--- src/rtl/core/mv1rx_pkg.sv ---
`timescale 1ns / 1ps
`default_nettype none
// ----------------------------------------------------------------------------
// mv1rx_pkg
// Shared constants and helpers for the MAVLink v1 frame receiver.
// ----------------------------------------------------------------------------
package mv1rx_pkg;

	// Default geometry of the slot memory and the slot ring
	localparam int SLOT_BYTES_DEF  = 64;
	localparam int QUEUE_SLOTS_DEF = 4;

	// Frame layout: sync, length, sequence, system id, component id, message id
	localparam int HEADER_BYTES = 6;

	localparam logic [7:0]  SYNC_BYTE = 8'hFE;
	localparam logic [15:0] CRC_INIT  = 16'hFFFF;
	localparam logic [15:0] CRC_POLY  = 16'h8408;

	// Messages that close the CRC with a nonzero extra byte
	localparam logic [7:0] MSG_ID_HEARTBEAT        = 8'd0;
	localparam logic [7:0] MSG_ID_OPTICAL_FLOW     = 8'd100;
	localparam logic [7:0] MSG_ID_HIL_OPTICAL_FLOW = 8'd106;

	localparam logic [7:0] EXTRA_HEARTBEAT        = 8'd50;
	localparam logic [7:0] EXTRA_OPTICAL_FLOW     = 8'd175;
	localparam logic [7:0] EXTRA_HIL_OPTICAL_FLOW = 8'd138;
	localparam logic [7:0] EXTRA_NONE             = 8'd0;

	function automatic logic [7:0] msg_extra_byte(input logic [7:0] msg_id);
		logic [7:0] extra;
		unique case (msg_id)
			MSG_ID_HEARTBEAT:        extra = EXTRA_HEARTBEAT;
			MSG_ID_OPTICAL_FLOW:     extra = EXTRA_OPTICAL_FLOW;
			MSG_ID_HIL_OPTICAL_FLOW: extra = EXTRA_HIL_OPTICAL_FLOW;
			default:                 extra = EXTRA_NONE;
		endcase
		return extra;
	endfunction

endpackage
`default_nettype wire

--- src/rtl/core/mv1rx_crc_byte.sv ---
`timescale 1ns / 1ps
`default_nettype none
// ----------------------------------------------------------------------------
// mv1rx_crc_byte
// One byte of CRC-16/MCRF4XX: reflected, LSB first, eight shift steps.
// ----------------------------------------------------------------------------
module mv1rx_crc_byte
	import mv1rx_pkg::*;
(
	input  wire logic [15:0] crc_in,
	input  wire logic [7:0]  data,
	output logic      [15:0] crc_out
);

	always_comb begin
		logic [15:0] c;
		c = crc_in ^ {8'h00, data};
		for (int i = 0; i < 8; i++) begin
			if (c[0]) begin
				c = (c >> 1) ^ CRC_POLY;
			end else begin
				c = c >> 1;
			end
		end
		crc_out = c;
	end

endmodule
`default_nettype wire

--- src/rtl/core/mavlink_v1_frame_receiver_unit.sv ---
`timescale 1ns / 1ps
`default_nettype none
// ----------------------------------------------------------------------------
// mavlink_v1_frame_receiver_unit
// Frames MAVLink v1 packets from a byte stream, checks the CRC and emits
// slot memory writes plus a completion report for each good frame.
// ----------------------------------------------------------------------------
//
// Channel   Dir  Handshake                      Content
// s_axis    in   s_axis_tvalid / s_axis_tready  one received byte + consumer head
// m_axis    out  m_axis_tvalid / m_axis_tready  store write + frame report
//
// Every item passes through the input register and then the result register;
// a new item is taken every cycle while m_axis does not stall.
// The frame state (CRC byte step, position, ring pointers) updates in the
// cycle that an item leaves the input register. A stall on m_axis holds
// both registers; s_axis_tready drops only while the input register is full.
// Reset clears handshake flags, position, fill slot and overrun and sets the tail slot to the last slot; nothing else.
//
module mavlink_v1_frame_receiver_unit
	import mv1rx_pkg::*;
#(
	parameter int SLOT_BYTES  = SLOT_BYTES_DEF,
	parameter int QUEUE_SLOTS = QUEUE_SLOTS_DEF,
	localparam int SLOT_W  = $clog2(QUEUE_SLOTS),
	localparam int POS_W   = $clog2(SLOT_BYTES),
	localparam int IN_RAW  = 8 + SLOT_W,
	localparam int IN_W    = ((IN_RAW + 7) / 8) * 8,
	localparam int OUT_RAW = 1 + SLOT_W + POS_W + 8 + 1 + SLOT_W + 8 + 16 + 1,
	localparam int OUT_W   = ((OUT_RAW + 7) / 8) * 8
) (
	input  wire logic             clk,
	input  wire logic             arst_n,

	input  wire logic             s_axis_tvalid,
	output logic                  s_axis_tready,
	// rx_byte, consumer_head
	input  wire logic [IN_W-1:0]  s_axis_tdata,

	output logic                  m_axis_tvalid,
	input  wire logic             m_axis_tready,
	// store_valid, store_slot, store_offset, store_byte, frame_done,
	// frame_slot, frame_msg_id, frame_crc, overrun
	output logic [OUT_W-1:0]      m_axis_tdata
);

	localparam int LEN_W = $clog2(SLOT_BYTES - 7);
	localparam int CMP_W = POS_W + 1;

	localparam logic [SLOT_W-1:0] LAST_SLOT = SLOT_W'(QUEUE_SLOTS - 1);
	localparam logic [8:0]        LEN_LIMIT = 9'(SLOT_BYTES - 8);
	localparam logic [CMP_W-1:0]  HDR_LEN   = CMP_W'(HEADER_BYTES);
	localparam logic [POS_W-1:0]  POS_SYNC  = POS_W'(0);
	localparam logic [POS_W-1:0]  POS_LEN   = POS_W'(1);
	localparam logic [POS_W-1:0]  POS_MSGID = POS_W'(5);

	// Input register
	logic              valid_s1;
	logic [7:0]        rx_byte_s1;
	logic [SLOT_W-1:0] head_s1;
	logic              advance;

	// Frame state
	logic [POS_W-1:0]  pos_q;
	logic [LEN_W-1:0]  len_q;
	logic [15:0]       crc_q;
	logic [7:0]        msg_id_q;
	logic [SLOT_W-1:0] rslot_q;
	logic [SLOT_W-1:0] tail_q;
	logic              ovr_q;

	// Next state and result
	logic [POS_W-1:0]  pos_d;
	logic [LEN_W-1:0]  len_d;
	logic [15:0]       crc_d;
	logic [7:0]        msg_id_d;
	logic [SLOT_W-1:0] rslot_d;
	logic [SLOT_W-1:0] tail_d;
	logic              ovr_d;
	logic              store;
	logic              done;
	logic [SLOT_W-1:0] rslot_next;

	logic [15:0]       crc_start;
	logic [7:0]        crc_data;
	logic [15:0]       crc_new;
	logic [CMP_W-1:0]  hdr_total;
	logic [CMP_W-1:0]  pos_ext;
	logic              in_body;
	logic              too_long;

	// Result register
	logic               out_valid_q;
	logic [OUT_RAW-1:0] result_q;
	logic [OUT_RAW-1:0] result_d;

	assign advance       = valid_s1 && (!out_valid_q || m_axis_tready);
	assign s_axis_tready = !valid_s1 || advance;

	// Hold the byte until the result register has room
	always_ff @(posedge clk or negedge arst_n) begin
		if (!arst_n) begin
			valid_s1 <= 1'b0;
		end else if (s_axis_tready) begin
			valid_s1 <= s_axis_tvalid;
		end
	end

	always_ff @(posedge clk) begin
		if (s_axis_tready && s_axis_tvalid) begin
			rx_byte_s1 <= s_axis_tdata[7:0];
			head_s1    <= s_axis_tdata[8 +: SLOT_W];
		end
	end

	// Header bytes after the sync byte and payload bytes go through the CRC; at the CRC low byte the
	// per-message extra byte closes it instead.
	assign pos_ext   = {1'b0, pos_q};
	assign hdr_total = HDR_LEN + CMP_W'(len_q);
	assign in_body   = (pos_q == POS_LEN) || (pos_ext < hdr_total);
	assign too_long  = {1'b0, rx_byte_s1} > LEN_LIMIT;
	assign crc_start = (pos_q == POS_LEN) ? CRC_INIT : crc_q;
	assign crc_data  = in_body ? rx_byte_s1 : msg_extra_byte(msg_id_q);
	assign rslot_next = (rslot_q == LAST_SLOT) ? '0 : rslot_q + 1'b1;

	mv1rx_crc_byte u_crc (
		.crc_in  (crc_start),
		.data    (crc_data),
		.crc_out (crc_new)
	);

	always_comb begin
		pos_d    = pos_q;
		len_d    = len_q;
		crc_d    = crc_q;
		msg_id_d = msg_id_q;
		rslot_d  = rslot_q;
		tail_d   = tail_q;
		ovr_d    = ovr_q;
		store    = 1'b0;
		done     = 1'b0;

		if (pos_q == POS_SYNC) begin
			// Hunt: drop anything but the sync byte
			store = (rx_byte_s1 == SYNC_BYTE);
		end else if (pos_q == POS_LEN && too_long) begin
			pos_d = POS_SYNC;
		end else if (in_body) begin
			if (pos_q == POS_LEN) begin
				len_d = LEN_W'(rx_byte_s1);
			end
			if (pos_q == POS_MSGID) begin
				msg_id_d = rx_byte_s1;
			end
			crc_d = crc_new;
			store = 1'b1;
		end else if (pos_ext == hdr_total) begin
			crc_d = crc_new;
			if (rx_byte_s1 == crc_new[7:0]) begin
				store = 1'b1;
			end else begin
				pos_d = POS_SYNC;
			end
		end else begin
			// CRC high byte: never stored, always back to hunting
			if (rx_byte_s1 == crc_q[15:8]) begin
				done    = 1'b1;
				tail_d  = rslot_q;
				rslot_d = rslot_next;
				if (rslot_next == head_s1) begin
					ovr_d = 1'b1;
				end
			end
			pos_d = POS_SYNC;
		end

		if (store) begin
			pos_d = pos_q + 1'b1;
		end

		result_d = {ovr_d,
			done ? crc_q : 16'h0000,
			done ? msg_id_q : 8'h00,
			tail_d,
			done,
			rx_byte_s1,
			pos_q,
			rslot_q,
			store};
	end

	// Advance the frame state once per item leaving the input register
	always_ff @(posedge clk or negedge arst_n) begin
		if (!arst_n) begin
			pos_q   <= POS_SYNC;
			rslot_q <= '0;
			tail_q  <= LAST_SLOT;
			ovr_q   <= 1'b0;
		end else if (advance) begin
			pos_q   <= pos_d;
			rslot_q <= rslot_d;
			tail_q  <= tail_d;
			ovr_q   <= ovr_d;
		end
	end

	always_ff @(posedge clk) begin
		if (advance) begin
			len_q    <= len_d;
			crc_q    <= crc_d;
			msg_id_q <= msg_id_d;
			result_q <= result_d;
		end
	end

	always_ff @(posedge clk or negedge arst_n) begin
		if (!arst_n) begin
			out_valid_q <= 1'b0;
		end else if (advance) begin
			out_valid_q <= 1'b1;
		end else if (m_axis_tready) begin
			out_valid_q <= 1'b0;
		end
	end

	assign m_axis_tvalid = out_valid_q;
	assign m_axis_tdata  = OUT_W'(result_q);

endmodule
`default_nettype wire

--- config.mk ---
export PLATFORM = sky130hd
export DESIGN_NAME = mavlink_v1_frame_receiver_unit
export DESIGN_NICKNAME = d
export VERILOG_FILES = /design/src/rtl/core/mv1rx_pkg.sv /design/src/rtl/core/mv1rx_crc_byte.sv /design/src/rtl/core/mavlink_v1_frame_receiver_unit.sv
export SDC_FILE = /design/constraint.sdc
export NUM_CORES = 1
export LEC_CHECK = 0
export ABC_AREA = 1
export BUFFER_PORTS_ARGS = -buffer_cell sky130_fd_sc_hd__buf_2
export CAP_MARGIN = 20
export CORE_MARGIN = 2
export CORE_UTILIZATION = 31
export CTS_CLUSTER_DIAMETER = 200
export CTS_CLUSTER_SIZE = 40
export DETAILED_ROUTE_END_ITERATION = 7
export GPL_ROUTABILITY_DRIVEN = 0
export HOLD_SLACK_MARGIN = 0.1
export PLACE_DENSITY = 0.51
export SYNTH_ARGS = -nofsm -noshare
export SYNTH_HDL_FRONTEND = slang
export SYNTH_SLANG_ARGS = --single-unit
--- constraint.sdc ---
create_clock -name clk -period 10.2 [get_ports clk]
set_input_delay 1.02 -clock clk [delete_from_list [all_inputs] [get_ports clk]]
set_output_delay 1.02 -clock clk [all_outputs]
set_load 0.01 [all_outputs]
Word-level counts from Yosys, hierarchy flattened
Cells that the tools add are included.
Cells by class
  mux-type cells: 43
  $mul: 0
  magnitude comparators: 2
  add/subtract/negate cells: 3
  shift-type cells: 0
  eq/ne operators: 13
  reduce and logical (&&, ||, !) cells: 17
  bitwise gates (word level): 13
  divide/modulo/power cells: 0
Operators with widths (count)
  $mux W16: 11
  $mux W6: 6
  $not A2 Y3: 8
  $pmux W8 S3: 1
  $mux W1: 18
  $eq A8 B7 Y1 const B: 2
  $eq A8 B8 Y1: 2
  $xor A16 B8 Y16: 1
  $mux W2: 6
  $reduce_and A5 Y1: 2
  $eq A8 B8 Y1 const B: 1
  $gt A8 B6 Y1 const B: 1
  $logic_not A8 Y1: 1
  $mux W8: 1
  $reduce_and A4 Y1: 2
  $add A3 B6 Y7 const A: 1
  $eq A6 B7 Y1: 1
  $lt A6 B7 Y1: 1
  $add A6 B1 Y6 const B: 1
  $eq A6 B1 Y1 const B: 1
  $eq A6 B3 Y1 const B: 1
  $logic_not A6 Y1: 1
  $reduce_and A6 Y1: 1
  $ne A4 B4 Y1 const B: 1
  10 further kinds: 19
Word-level totals
  input port bits: 20
  word-level logic and storage cells: 104
  latch bits: 0
  memories kept: 0
  output and inout port bits: 50
  memory bits (read-only): 0
  register bits after elaboration: 98
  RAM bits: 0

Longest topological paths before layout
  depth after elaboration: 29
  mapped depth: 28

Modules after synthesis
From an unflattened synthesis, not the netlist that was laid out.
Second synthesis, totals
  cells, all modules: 506
  area total of the unflattened synthesis: 4966.0 um^2
Modules (own cells, without submodules)
  mavlink_v1_frame_receiver_unit: instances 1, area an instance 4379.2 um^2, cells each 389, seq. area each 2880.3 um^2
  mv1rx_crc_byte: instances 1, area an instance 586.8 um^2, cells each 117, seq. area each 0.0 um^2

Least setup slack after synthesis
OpenSTA, ideal clock, no wires.
  path kind: register -> register
  from: register len_q[1]
  to: register crc_q[0], enable pin
  slack: 6.275 ns
  arrival: 3.494 ns
  buffers on the path: 1
  period minus slack after synthesis: 3.925 ns
  cell stages (with the launch flop): 14
  cell sequence: edfxtp_1 inv_1 ha_1 nor2_1 xnor2_1 ha_1 nand2_1 inv_1 a21oi_1 nand2_2 nand2_8 buf_12 nor2_1 nor4_1
Between the ends
  word-level cells in the longest chain between the ends: 5
Ends and longest elaborated chain
  start, declared: line mavlink_v1_frame_receiver_unit.sv:65  | logic [LEN_W-1:0] len_q;
  start signal, assigned: line mavlink_v1_frame_receiver_unit.sv:209  | len_q <= len_d;
  $add A3 B6 Y7 *: line mavlink_v1_frame_receiver_unit.sv:119  | assign hdr_total = HDR_LEN + CMP_W'(len_q);
  $lt A6 B7 Y1: line mavlink_v1_frame_receiver_unit.sv:120  | assign in_body = (pos_q == POS_LEN) || (pos_ext < hdr_total);
  $logic_or A1 B1 Y1: line mavlink_v1_frame_receiver_unit.sv:120
  $reduce_bool A2 Y1 (no line) *
  $reduce_and A4 Y1 (no line) *
  end signal, assigned: line mavlink_v1_frame_receiver_unit.sv:210  | crc_q <= crc_d;
  end, declared: line mavlink_v1_frame_receiver_unit.sv:66  | logic [15:0] crc_q;
Mark *: on every way between the ends. The rest lies on a longest branch, timed or not.
A chain may end at the register's enable or synchronous reset.

Worst setup path in the final report
  from: register len_q[1]
  to: register pos_q[2]
Between the ends
  word-level cells in the longest chain between the ends: 22
Ends and longest elaborated chain
  $add A3 B6 Y7 *: line mavlink_v1_frame_receiver_unit.sv:119
  $lt A6 B7 Y1: line mavlink_v1_frame_receiver_unit.sv:120
  $logic_or A1 B1 Y1: line mavlink_v1_frame_receiver_unit.sv:120
  $mux W8: line mavlink_v1_frame_receiver_unit.sv:123  | assign crc_data = in_body ? rx_byte_s1 : msg_extra_byte(msg_id_q);
  $xor A16 B8 Y16: line mv1rx_crc_byte.sv:17  | c = crc_in ^ {8'h00, data};
  $not A2 Y3 (no line) or $mux W16 (tied branches)
  $mux W16 or $not A2 Y3 (tied branches) (3 in series)
  $mux W16 (3 in series): line mv1rx_crc_byte.sv:19  | if (c[0]) begin
  (+2 left out)
  $eq A8 B8 Y1: line mavlink_v1_frame_receiver_unit.sv:159  | if (rx_byte_s1 == crc_new[7:0]) begin
  $mux W1: line mavlink_v1_frame_receiver_unit.sv:159
  $mux W1: line mavlink_v1_frame_receiver_unit.sv:157  | end else if (pos_ext == hdr_total) begin
  $mux W1: line mavlink_v1_frame_receiver_unit.sv:148  | end else if (in_body) begin
  $mux W1: line mavlink_v1_frame_receiver_unit.sv:146  | end else if (pos_q == POS_LEN && too_long) begin
  $mux W1: line mavlink_v1_frame_receiver_unit.sv:143  | if (pos_q == POS_SYNC) begin
  $ne A4 B4 Y1 (no line) (tied with other cells)
  $reduce_and A4 Y1 (no line)
  end signal, assigned: line mavlink_v1_frame_receiver_unit.sv:200  | pos_q <= pos_d;
  end, declared: line mavlink_v1_frame_receiver_unit.sv:64  | logic [POS_W-1:0] pos_q;
Mark *: on every way between the ends. The rest lies on a longest branch, timed or not. The select of a mux whose other input is x is not followed.

==> flow_summary.toml <==
[global_route]
grt_usage = 0.138
grt_start_max_net_pins = 48
grt.overflow.total = 0
antenna_found_initial = 0
grt_pass1_wl_um = 17800
grt_pass1_vias = 3561

[yosys]
synthCells = 514
synth_top_area_cell = "edfxtp_1"
synth_common_cells = "124 x nand2_1, 85 x edfxtp_1, 81 x inv_1"
synthTopCellsByArea = "edfxtp_1 51%, nand2_1 9.3%, inv_1 6.1%"
synth_seq_cells = 98
synthArstFlopShare = 0.133
synth_top_cell_area_share = 0.512
synth-edff-count = 85
synth_most_common_cell = "nand2_1"
avgSynthCellArea_sq_um = 9.70
mappedNetlistArea_sq_um = 4990
ys_types = 34
ys_warn_count = 0
synth_seq_area_share = 0.578
synth-main-ff-cell = "edfxtp_1"

[worst_setup_path]
r2r_slack_ns = 6.78
crit_type = "reg -> reg"
worst_setup_path_end_kind = "flip-flop"
cp_max_fo = 13
crit_arrival_ns = 3.67
timing.rr.start = "len_q[1]"
crit_path_start_kind = "flip-flop"
r2r-end = "pos_q[2]"
required_ns = 10.44
reg2regPathDepth = 27

[clock_network]
holdBufCountCts = 0
clkTransAtPathRegs_ns = 0.07
cts_root_buffer = "clkbuf_16"
cts_tree = "done"
cts_resized = 0
clock-sinks = 98
htree_levels = 3
clock_latency_ns = 0.35
cts_buffers = 9
clockBufferDepth = 2
postCtsSetupRepairBufs = 0

[sta]
slew_violations = 0
clock.fmax_mhz = 292
layout_min_cycle_time_ns = 3.42
setup_tns_ns = 0
worst_slack_ns = 6.78
slew_headroom = 0.581
final-setup-viol-count = 0
fin_skew_ns = 0.00804
timing.final.crit_share = 0.335
rsz0062_at_grt = "no"
finalHoldViolations = 0
tightestPinTransition_ns = 0.629

[die]
design.die.area_sq_um = 17100
coreArea_sq_um = 15800
initial_core_util = 0.315
die_w_um = 131
rows = 46
die_height_um = 131
pin_count = 70

[run]
max-cap-violations = 0

[power]
swShare = 0.398
switchingPower_mw = 0.605
ir_drop_v = 0.000103
p_comb_frac = 0.395
power_mw = 1.52
clock_power_share = 0.223
seq_power_share = 0.381
powerDensity_nw_per_um2 = 260
p_leak_nw = 2.75
internal-power_mw = 0.913

[min_path]
whs_path_depth = 2
min_from = "ovr_q"
holdCritPathClass = "reg -> reg"
min_to = "ovr_q"

[placement]
dpl.hpwl_um = 7990
dp_cells = 788
dp_slack_ns = 6.80
port_buffers = 60

[routing]
drt-initial-drc-count = 218
vias_per_cell = 4.44
drc = 0
via_count = 3578
first_pass_iters = 5
drt-total-wl_um = 11100
final_antenna_net_count = 0
avgRoutedWirePerCell_um = 13.7

[layout]
drive_above_1_share = 0.221
nNetsFinal = 615
num_antenna_cells = 0
area_growth_pct = 17.1
final_cells = 805

[run_status]
outcome = "complete, no violations"
critical path: stages (launching register included):
cell,delay (ns)
edfxtp_1,0.35
inv_1,0.06
ha_1,0.21
nor2_1,0.13
xnor2_1,0.14
ha_1,0.27
nand2_1,0.11
inv_1,0.05
a21oi_1,0.15
nand2_2,0.18
nand2_8,0.19
nand2_1,0.11
nand2_1,0.09
nand2_1,0.09
nand2_2,0.11
nand2_1,0.06
nand2_1,0.11
nand2_1,0.08
nand2_1,0.09
nand2_1,0.06
nand2_1,0.07
nor2_1,0.04
nand3_1,0.12
nand2_1,0.08
nand2_2,0.09
nand3_2,0.11
nand2_1,0.09
inv_1,0.04
cells by family (layout without fill, tap and decap cells):
kind of cell               after synthesis  count (layout)  synth area share
other                                    1               3          0.000752
DFF                                     98              98             0.578
and+or+nand+nor                        281             281             0.271
AOI/OAI and AO/OA                       13              13            0.0143
buffers and inverters                   92             165            0.0773
adders and majority gates               11              11            0.0276
xor gates and xnor gates                18              18            0.0316
worst max-delay path by stage:
stage	slack [ns]	to	cells after the start	start
floorplan	6.28	crc_q[0]	13	len_q[1]
global placement	6.89	pos_q[5]	27	len_q[1]
detailed placement	6.80	pos_q[2]	27	len_q[1]
CTS	6.79	pos_q[2]	27	len_q[1]
global route	6.35	pos_q[3]	27	len_q[1]
finish	6.78	pos_q[2]	27	len_q[1]
metrics by stage:
step / area (sq um) / hold WS (ns) / utilization
3_5_place_dp: 5530 / 0.447 / 0.350
4_1_cts: 5830 / 0.464 / 0.368
3_3_place_gp: 5530 / 0.444 / 0.350
6_report: 5840 / 0.459 / 0.369
2_1_floorplan: 4990 / 0.427 / -
5_1_grt: 5840 / 0.489 / 0.369
cell usage in the layout (no fill, tap or decap), types with 2 or more instances in the layout:
cell type,n
nand2_2,22
ha_1,11
xnor2_1,7
nor2_2,2
clkbuf_16,9
inv_2,4
inv_6,2
a21oi_1,4
edfxtp_1,85
buf_2,60
nand3_1,57
nor3_1,2
clkinv_4,2
dfstp_2,2
dfrtp_1,11
nor2_1,46
buf_4,3
nand4_1,5
nand2_4,8
nand3_2,7
xor2_1,11
inv_1,80
conb_1,3
o21ai_0,6
nor4_1,2
nand2_1,124
clkbuf_8,2
final cells by class:
cell class / count / area (sq um)
Inverter: 85 / 324
Clock buffer: 11 / 253
Tap cell: 216 / 270
Multi-Input combinational cell: 326 / 1740
Sequential cell: 98 / 2880
Fill cell: 1585 / 9990
Timing Repair Buffer: 64 / 330
Clock inverter: 5 / 45.0
power groups by stage:
stage / registers (mW) / clock network (mW) / logic [mW]
after detailed placement: 0.588 / 0 / 0.597
final: 0.579 / 0.339 / 0.600
after global placement: 0.586 / 0 / 0.579
after global routing: 0.587 / 0.367 / 0.677
after CTS: 0.580 / 0.349 / 0.600
after floorplan: 0.591 / 0 / 0.448
registers in the layout, summed over array words and instances (netlist names):
register / cells
len_q: 6
result_q: 45
rslot_q: 2
msg_id_q: 8
pos_q: 6
tail_q: 2
crc_q: 16
head_s1: 2
m_axis_tvalid: 1
valid_s1: 1
ovr_q: 1
rx_byte_s1: 8
routing by layer:
layer / part of all wire / GRT usage
met5: 0 / 0
met4: 0.014 / 0.0488
met3: 0.042 / 0.0289
met2: 0.47 / 0.224
met1: 0.47 / 0.184
No activity file was read; power rests on OpenSTA's default activity.
